### config.mk
export PLATFORM = sky130hd
export DESIGN_NAME = clook_request_scheduler
export DESIGN_NICKNAME = d
export VERILOG_FILES = /design/src/rtl/cq_pkg.sv /design/src/rtl/cq_store.sv /design/src/rtl/clook_request_scheduler.sv
export SDC_FILE = /design/constraint.sdc
export NUM_CORES = 2
export LEC_CHECK = 0
export BUFFER_PORTS_ARGS = -buffer_cell sky130_fd_sc_hd__buf_2
export CORE_MARGIN = 2
export CORE_UTILIZATION = 32
export DETAILED_ROUTE_END_ITERATION = 10
export SETUP_SLACK_MARGIN = 0.2
export SYNTH_ARGS = -nofsm -noshare
export SYNTH_HDL_FRONTEND = slang
export SYNTH_HIERARCHICAL = 1
export SYNTH_SLANG_ARGS = --single-unit
### constraint.sdc
create_clock -name clock -period 22.6 [get_ports clock]
set_clock_uncertainty 0.15 [all_clocks]
set_input_delay 6.78 -clock clock [delete_from_list [all_inputs] [get_ports clock]]
set_output_delay 6.78 -clock clock [all_outputs]
set_load 0.05 [all_outputs]
### src/rtl/cq_pkg.sv
// shared types and constants of the c-look request scheduler
package cq_pkg;

   localparam int QUEUE_DEPTH = 16;
   localparam int SECTOR_BITS = 48;
   localparam int TAG_BITS    = 8;
   localparam int IDX_BITS    = $clog2(QUEUE_DEPTH);
   localparam int CNT_BITS    = $clog2(QUEUE_DEPTH + 1);

   typedef struct packed {
      logic [SECTOR_BITS-1:0] sector;
      logic [TAG_BITS-1:0]    tag;
      logic                   is_write;
   } entry_type;

   typedef enum logic [1:0] {
      CMD_ADD      = 2'd0,
      CMD_DISPATCH = 2'd1,
      CMD_REMOVE   = 2'd2,
      CMD_NONE     = 2'd3
   } cmd_type;

   typedef enum logic [2:0] {
      ST_ADDED      = 3'd0,
      ST_DISPATCHED = 3'd1,
      ST_EMPTY      = 3'd2,
      ST_FULL       = 3'd3,
      ST_NOT_FOUND  = 3'd4
   } status_type;

endpackage

### src/rtl/cq_store.sv
// queue entry memory, one write port and one registered read port
module cq_store (
   input  logic                           clock,
   input  logic                           wr_en,
   input  logic [cq_pkg::IDX_BITS-1:0]    wr_addr,
   input  cq_pkg::entry_type              wr_data,
   input  logic                           rd_en,
   input  logic [cq_pkg::IDX_BITS-1:0]    rd_addr,
   output cq_pkg::entry_type              rd_data
);

   cq_pkg::entry_type mem_ff [cq_pkg::QUEUE_DEPTH];
   cq_pkg::entry_type rd_data_ff;

   always_ff @(posedge clock) begin
      if (wr_en) begin
         mem_ff[wr_addr] <= wr_data;
      end
      if (rd_en) begin
         rd_data_ff <= mem_ff[rd_addr];
      end
   end

   assign rd_data = rd_data_ff;

endmodule

### src/rtl/clook_request_scheduler.sv
// top level of the c-look request scheduler
// The queue lives in a single-port-read memory and is walked one entry per
// clock by one comparator under a small sequencer, so the block takes one
// beat at a time and stalls its input while it works. An add scans to the
// insert point, moves the entries from there up by one place, then writes
// the new entry; if no entry belongs after it, the scan ends and the entry
// is written at the tail, and into an empty queue it is written straight
// away. A dispatch or remove scans, then moves the entries behind the hit
// down by one place. Refused and empty cases go straight to the result. A
// stalled result holds the block in its done state. A result
// waits in the output register while the next beat is accepted.
module clook_request_scheduler (
   input  logic                              clock,
   input  logic                              reset,
   input  logic                              req_valid,
   output logic                              req_stall,
   input  logic [1:0]                        req_command,
   input  logic [cq_pkg::SECTOR_BITS-1:0]    req_sector,
   input  logic                              req_is_write,
   input  logic [cq_pkg::TAG_BITS-1:0]       req_tag,
   output logic                              rsp_valid,
   input  logic                              rsp_stall,
   output logic [2:0]                        rsp_status,
   output logic [cq_pkg::TAG_BITS-1:0]       rsp_out_tag,
   output logic [cq_pkg::SECTOR_BITS-1:0]    rsp_out_sector,
   output logic                              rsp_out_is_write,
   output logic [cq_pkg::CNT_BITS-1:0]       rsp_occupancy
);

   typedef enum logic [2:0] {
      S_IDLE,
      S_SCAN,
      S_SHIFT_UP,
      S_SHIFT_DN,
      S_PLACE,
      S_DONE
   } state_type;

   state_type                         state_ff;
   cq_pkg::cmd_type                   cmd_ff;
   logic [cq_pkg::SECTOR_BITS-1:0]    sec_ff;
   logic                              wr_ff;
   logic [cq_pkg::TAG_BITS-1:0]       tag_ff;
   logic                              above_ff;
   logic [cq_pkg::CNT_BITS-1:0]       cnt_ff;
   logic [cq_pkg::SECTOR_BITS-1:0]    head_ff;
   logic [cq_pkg::CNT_BITS-1:0]       pos_ff;
   logic [cq_pkg::IDX_BITS-1:0]       rd_addr_ff;

   cq_pkg::status_type                res_status_ff;
   logic [cq_pkg::TAG_BITS-1:0]       res_tag_ff;
   logic [cq_pkg::SECTOR_BITS-1:0]    res_sector_ff;
   logic                              res_write_ff;
   logic [cq_pkg::CNT_BITS-1:0]       res_occ_ff;

   logic                              rsp_valid_ff;
   logic [2:0]                        rsp_status_ff;
   logic [cq_pkg::TAG_BITS-1:0]       rsp_tag_ff;
   logic [cq_pkg::SECTOR_BITS-1:0]    rsp_sector_ff;
   logic                              rsp_write_ff;
   logic [cq_pkg::CNT_BITS-1:0]       rsp_occ_ff;

   logic                              mem_wr_en;
   logic [cq_pkg::IDX_BITS-1:0]       mem_wr_addr;
   cq_pkg::entry_type                 mem_wr_data;
   logic                              mem_rd_en;
   logic [cq_pkg::IDX_BITS-1:0]       mem_rd_addr;
   cq_pkg::entry_type                 mem_rd_data;

   logic                              req_take;
   cq_pkg::cmd_type                   req_cmd;
   logic                              cnt_zero;
   logic                              cnt_full;
   logic [cq_pkg::CNT_BITS-1:0]       cnt_less;
   logic [cq_pkg::CNT_BITS-1:0]       cnt_more;
   logic                              scan_last;
   logic                              add_stop;
   logic                              scan_hit;
   logic                              start_scan;
   logic                              rsp_free;
   cq_pkg::entry_type                 new_entry;

   cq_store u_store (
      .clock   (clock),
      .wr_en   (mem_wr_en),
      .wr_addr (mem_wr_addr),
      .wr_data (mem_wr_data),
      .rd_en   (mem_rd_en),
      .rd_addr (mem_rd_addr),
      .rd_data (mem_rd_data)
   );

   assign req_stall = (state_ff != S_IDLE);
   assign req_take  = req_valid && !req_stall;
   assign req_cmd   = cq_pkg::cmd_type'(req_command);
   assign cnt_zero  = (cnt_ff == '0);
   assign cnt_full  = (cnt_ff == cq_pkg::CNT_BITS'(cq_pkg::QUEUE_DEPTH));
   assign cnt_less  = cnt_ff - cq_pkg::CNT_BITS'(1);
   assign cnt_more  = cnt_ff + cq_pkg::CNT_BITS'(1);
   assign scan_last = ({1'b0, rd_addr_ff} == cnt_less);
   assign rsp_free  = !rsp_valid_ff || !rsp_stall;

   assign new_entry.sector   = sec_ff;
   assign new_entry.tag      = tag_ff;
   assign new_entry.is_write = wr_ff;

   // c-look insert point: stop before an entry that belongs after the new one
   always_comb begin
      if (above_ff) begin
         add_stop = (mem_rd_data.sector < head_ff) || (mem_rd_data.sector > sec_ff);
      end else begin
         add_stop = (mem_rd_data.sector < head_ff) && (mem_rd_data.sector > sec_ff);
      end
   end

   always_comb begin
      case (cmd_ff)
         cq_pkg::CMD_ADD:      scan_hit = add_stop;
         cq_pkg::CMD_DISPATCH: scan_hit = 1'b1;
         cq_pkg::CMD_REMOVE:   scan_hit = (mem_rd_data.tag == tag_ff);
         default:              scan_hit = 1'b0;
      endcase
   end

   always_comb begin
      start_scan = 1'b0;
      if (req_take && !cnt_zero) begin
         case (req_cmd) inside
            cq_pkg::CMD_ADD:                         start_scan = !cnt_full;
            cq_pkg::CMD_DISPATCH, cq_pkg::CMD_REMOVE: start_scan = 1'b1;
            default:                                 start_scan = 1'b0;
         endcase
      end
   end

   // memory port control
   always_comb begin
      mem_rd_en   = 1'b0;
      mem_rd_addr = '0;
      mem_wr_en   = 1'b0;
      mem_wr_addr = '0;
      mem_wr_data = mem_rd_data;
      unique case (state_ff)
         S_IDLE: begin
            mem_rd_en = start_scan;
         end
         S_SCAN: begin
            if (scan_hit && cmd_ff == cq_pkg::CMD_ADD) begin
               mem_rd_en   = 1'b1;
               mem_rd_addr = cnt_less[cq_pkg::IDX_BITS-1:0];
            end else if (!scan_last) begin
               mem_rd_en   = 1'b1;
               mem_rd_addr = rd_addr_ff + cq_pkg::IDX_BITS'(1);
            end
         end
         S_SHIFT_UP: begin
            mem_wr_en   = 1'b1;
            mem_wr_addr = rd_addr_ff + cq_pkg::IDX_BITS'(1);
            if ({1'b0, rd_addr_ff} != pos_ff) begin
               mem_rd_en   = 1'b1;
               mem_rd_addr = rd_addr_ff - cq_pkg::IDX_BITS'(1);
            end
         end
         S_SHIFT_DN: begin
            mem_wr_en   = 1'b1;
            mem_wr_addr = rd_addr_ff - cq_pkg::IDX_BITS'(1);
            if (!scan_last) begin
               mem_rd_en   = 1'b1;
               mem_rd_addr = rd_addr_ff + cq_pkg::IDX_BITS'(1);
            end
         end
         S_PLACE: begin
            mem_wr_en   = 1'b1;
            mem_wr_addr = pos_ff[cq_pkg::IDX_BITS-1:0];
            mem_wr_data = new_entry;
         end
         S_DONE: begin
            mem_rd_en = 1'b0;
         end
         default: begin
            mem_rd_en = 1'b0;
         end
      endcase
   end

   always_ff @(posedge clock) begin
      if (reset) begin
         state_ff     <= S_IDLE;
         cnt_ff       <= '0;
         head_ff      <= '0;
         rsp_valid_ff <= 1'b0;
      end else begin
         if (mem_rd_en) begin
            rd_addr_ff <= mem_rd_addr;
         end
         if (rsp_valid_ff && !rsp_stall && state_ff != S_DONE) begin
            rsp_valid_ff <= 1'b0;
         end
         unique case (state_ff)
            S_IDLE: begin
               if (req_take) begin
                  cmd_ff        <= req_cmd;
                  sec_ff        <= req_sector;
                  wr_ff         <= req_is_write;
                  tag_ff        <= req_tag;
                  above_ff      <= (req_sector >= head_ff);
                  res_tag_ff    <= req_tag;
                  res_sector_ff <= '0;
                  res_write_ff  <= 1'b0;
                  res_occ_ff    <= cnt_ff;
                  unique case (req_cmd)
                     cq_pkg::CMD_ADD: begin
                        if (cnt_full) begin
                           res_status_ff <= cq_pkg::ST_FULL;
                           state_ff      <= S_DONE;
                        end else if (cnt_zero) begin
                           pos_ff   <= '0;
                           state_ff <= S_PLACE;
                        end else begin
                           state_ff <= S_SCAN;
                        end
                     end
                     cq_pkg::CMD_DISPATCH: begin
                        res_tag_ff <= '0;
                        if (cnt_zero) begin
                           res_status_ff <= cq_pkg::ST_EMPTY;
                           state_ff      <= S_DONE;
                        end else begin
                           state_ff <= S_SCAN;
                        end
                     end
                     cq_pkg::CMD_REMOVE: begin
                        if (cnt_zero) begin
                           res_status_ff <= cq_pkg::ST_NOT_FOUND;
                           state_ff      <= S_DONE;
                        end else begin
                           state_ff <= S_SCAN;
                        end
                     end
                     cq_pkg::CMD_NONE: begin
                        res_tag_ff    <= '0;
                        res_status_ff <= cq_pkg::ST_ADDED;
                        state_ff      <= S_DONE;
                     end
                  endcase
               end
            end
            S_SCAN: begin
               if (scan_hit) begin
                  pos_ff <= {1'b0, rd_addr_ff};
                  if (cmd_ff == cq_pkg::CMD_ADD) begin
                     state_ff <= S_SHIFT_UP;
                  end else begin
                     if (cmd_ff == cq_pkg::CMD_DISPATCH) begin
                        res_status_ff <= cq_pkg::ST_DISPATCHED;
                        res_tag_ff    <= mem_rd_data.tag;
                        res_sector_ff <= mem_rd_data.sector;
                        res_write_ff  <= mem_rd_data.is_write;
                        head_ff       <= mem_rd_data.sector;
                     end else begin
                        res_status_ff <= cq_pkg::ST_ADDED;
                     end
                     if (scan_last) begin
                        cnt_ff     <= cnt_less;
                        res_occ_ff <= cnt_less;
                        state_ff   <= S_DONE;
                     end else begin
                        state_ff <= S_SHIFT_DN;
                     end
                  end
               end else if (scan_last) begin
                  if (cmd_ff == cq_pkg::CMD_ADD) begin
                     pos_ff   <= cnt_ff;
                     state_ff <= S_PLACE;
                  end else begin
                     res_status_ff <= cq_pkg::ST_NOT_FOUND;
                     state_ff      <= S_DONE;
                  end
               end
            end
            S_SHIFT_UP: begin
               if ({1'b0, rd_addr_ff} == pos_ff) begin
                  state_ff <= S_PLACE;
               end
            end
            S_SHIFT_DN: begin
               if (scan_last) begin
                  cnt_ff     <= cnt_less;
                  res_occ_ff <= cnt_less;
                  state_ff   <= S_DONE;
               end
            end
            S_PLACE: begin
               cnt_ff        <= cnt_more;
               res_occ_ff    <= cnt_more;
               res_status_ff <= cq_pkg::ST_ADDED;
               state_ff      <= S_DONE;
            end
            S_DONE: begin
               if (rsp_free) begin
                  rsp_valid_ff  <= 1'b1;
                  rsp_status_ff <= res_status_ff;
                  rsp_tag_ff    <= res_tag_ff;
                  rsp_sector_ff <= res_sector_ff;
                  rsp_write_ff  <= res_write_ff;
                  rsp_occ_ff    <= res_occ_ff;
                  state_ff      <= S_IDLE;
               end
            end
            default: begin
               state_ff <= S_IDLE;
            end
         endcase
      end
   end

   assign rsp_valid        = rsp_valid_ff;
   assign rsp_status       = rsp_status_ff;
   assign rsp_out_tag      = rsp_tag_ff;
   assign rsp_out_sector   = rsp_sector_ff;
   assign rsp_out_is_write = rsp_write_ff;
   assign rsp_occupancy    = rsp_occ_ff;

endmodule

==> flow_summary.ini <==
[setup_path]
cp-end-kind = output pin
r2r-end = u_store/rd_data[18]
path_max_fanout = 21
reg2reg_depth = 14
worstPathBufferInverterCount = 2
crit_type = flop to output pin
cp-start-kind = flop
cpMaxStageDelayCell = dfxtp_1
required_ns = 15.67
worstPathCellList = nor3_1 -> inv_1 -> buf_2
cpPeakStageDelay_ns = 0.81
reg2reg_slack_ns = 14.19
arrival_ns = 2.13
critical_path.top_delay_family = flip-flops
r2r-start = u_store/rd_data[38]

[sta]
finalSetupViolCount = 0
whs_ns = 0.2654
relSlewSlack_pct = 16.27
hold_viol = 0
period_share_pct = 40.10
rsz0062_at_grt = false
slew_viol_final = 0
fmax_mhz = 110.3
setup-tns-final_ns = 0
worst_pin_slew_ns = 1.246
fin_ws_ns = 13.54
fin_crit_ns = 9.063

[die]
io_pins = 130
coreArea_um2 = 153900
dieHeight_um = 397.3
rows = 144
die-area_um2 = 157800
start_util_pct = 32.17
fp.dieW_um = 397.3

[synthesis]
synth_area_per_cell_um2 = 17.67
ys_warn_count = 6
synth_compound_area_share_pct = 5.026
synth_top_area_cell = edfxtp_1
synth.area.top_cells = edfxtp_1, mux4_2, ha_1
synth_ff_type = edfxtp_1
synth-seq-area-share_pct = 73.17
synth_mux_area_share_pct = 10.50
synth_top_cell_area_share_pct = 70.87
synth_top_family_by_area = multiplexers
synth_nets = 3017
syn_area_um2 = 49490
yosys.area_share.adder_pct = 3.868
synthArstFlopShare_pct = 0
synth_edf_count = 1168
netlist_instances = 2801
yosys.area_share.simple_pct = 4.849
synth-seq-cells = 1225
synthDistinctLibCells = 62
synthXorXnorAreaFrac_pct = 0.5410

[outcome]
status = complete, no violations

[min_path]
hold_path.class = flop to flop
worstHoldStart = res_sector_ff[33]
hold_path_depth = 0
hold_end = rsp_out_sector[33]

[power]
power_mw = 7.736
p_leak_nw = 18.65
peakVddDrop_mv = 0.1422
power.density_nw_per_um2 = 135.9

[layout]
final_nets = 3233
area_delta_synth_final_pct = 14.98
final_cell_area_um2 = 56910
fin_cells = 5164
fin_util_pct = 36.98
register_area_um2 = 36210
drive_gt1_share_pct = 21.82
n_fill_cell = 14261
multiInputGateArea_um2 = 12490

[clocking]
worstSkewPairLatency_ns = 0.75
cts_root_buf = clkbuf_16
htreeDepth = 3
cts_tree = yes
cts_hold_repair.buffers = 0
clk_path_buf_depth = 3
numCtsBuffers = 116
clk_pin_slew_ns = 0.06
post_cts_buffers = 0
cts.sink_count = 1225
cts.repair.resized = 0

[global_routing]
overflow = 0
grt_first_pass_wirelength_um = 187900
grt_pass1_vias = 26235
grt_usage_pct = 16.49
antenna_found_initial = 13
grt_max_degree = 109

[place]
dpl.hpwl_um = 74710
io_buffers = 129
postPlaceCellArea_um2 = 53090
routabilityCongestion = 0.7946
post-place-ws_ns = 13.05
dpl.cell_count = 4943

[job]
maxCapViolCount = 0

[drt]
drtIter0Drc = 3243
vias = 26865
ant_nets = 0
wire_per_inst_um = 25.51
dr.pass1.iters = 5
vias_per_cell = 5.202
drc = 0
postRouteWirelength_um = 131700
-- cells in the final DEF, fill, tap and decap left out, types with 9 or more instances in the layout --
cell,n
and3_1,50
nor3_1,13
clkbuf_1,14
nor2_4,14
edfxtp_1,1168
nand2_1,299
xnor2_1,18
nand4_1,32
bufinv_16,12
a21o_1,19
dfxtp_1,57
o211ai_1,9
clkinv_1,26
nand3_1,29
o21ai_0,82
mux4_2,228
buf_4,100
nand2b_1,9
inv_1,107
xor2_1,10
a21oi_1,114
clkinv_2,28
clkbuf_16,117
ha_1,153
buf_2,129
a22oi_1,118
nor2_1,41
-- worst max-delay path by stage --
stage / from / end / slack [ns] / depth (start not counted)
floorplan: reset / rsp_occupancy[0] / 9.90 / 3
global placement: req_sector[0] / above_ff / 13.05 / 12
detailed placement: req_sector[0] / above_ff / 13.05 / 12
CTS: state_ff[0] / req_stall / 13.52 / 3
global route: state_ff[0] / req_stall / 13.41 / 3
finish: state_ff[0] / req_stall / 13.54 / 3
-- report_power, final --
group          leakage [nW]  internal, mW  switching, mW
Sequential             11.1          3.16          0.176
Combinational          5.70         0.899           1.54
Clock                  1.87          1.10          0.861
-- cell usage after synthesis (all sizes together) (4+ instances only) --
cell and count:
a211oi 6, a21boi 4, a21o 19, a21oi 115
a22oi 118, and3 52, buf 50, clkbuf 82
dfxtp 57, edfxtp 1168, ha 153, inv 108
mux2i 5, mux4 228, nand2 303, nand2b 9
nand3 29, nand4 32, nor2 56, nor2b 9
nor3 18, nor4 11, o211ai 9, o21ai 83
o221ai 4, o31ai 5, xnor2 18, xor2 10
-- routing by layer --
metal	part of all wire [%]	vias up	GRT usage [%]
li1	-	11575	-
met1	44	13958	23.67
met2	45	1121	25.67
met3	8.4	209	3.358
met4	2.3	2	4.065
met5	0.0084	-	0
-- layout make-up --
type / instances / share of cell area (%)
clock inverter: 82 / 1.363
timing repair buffer: 230 / 2.489
clock buffer: 135 / 5.334
antenna: 4 / 0.01759
inverter: 108 / 0.7124
multi-input combinational: 1336 / 21.95
sequential: 1225 / 63.64
tap: 2044 / 4.494
-- sequential cells by signal, summed over array words and instances (netlist names), 4 cells and up --
name,cells
u_store/mem_ff,912
u_store/rd_data,57
head_ff,48
res_sector_ff,48
rsp_out_sector,48
sec_ff,48
res_tag_ff,8
rsp_out_tag,8
tag_ff,8
cnt_ff,5
pos_ff,5
res_occ_ff,5
rsp_occupancy,5
rd_addr_ff,4
-- kinds of logic (layout without fill, tap and decap cells) --
group	Yosys count	after routing
buf+inv	240	555
fa+ha+maj	153	153
flops	1225	1225
simple gates	528	528
compound gates	392	392
xor+xnor	29	29
other cells	0	4
mux	234	234
(Power assumes the default switching activity.)
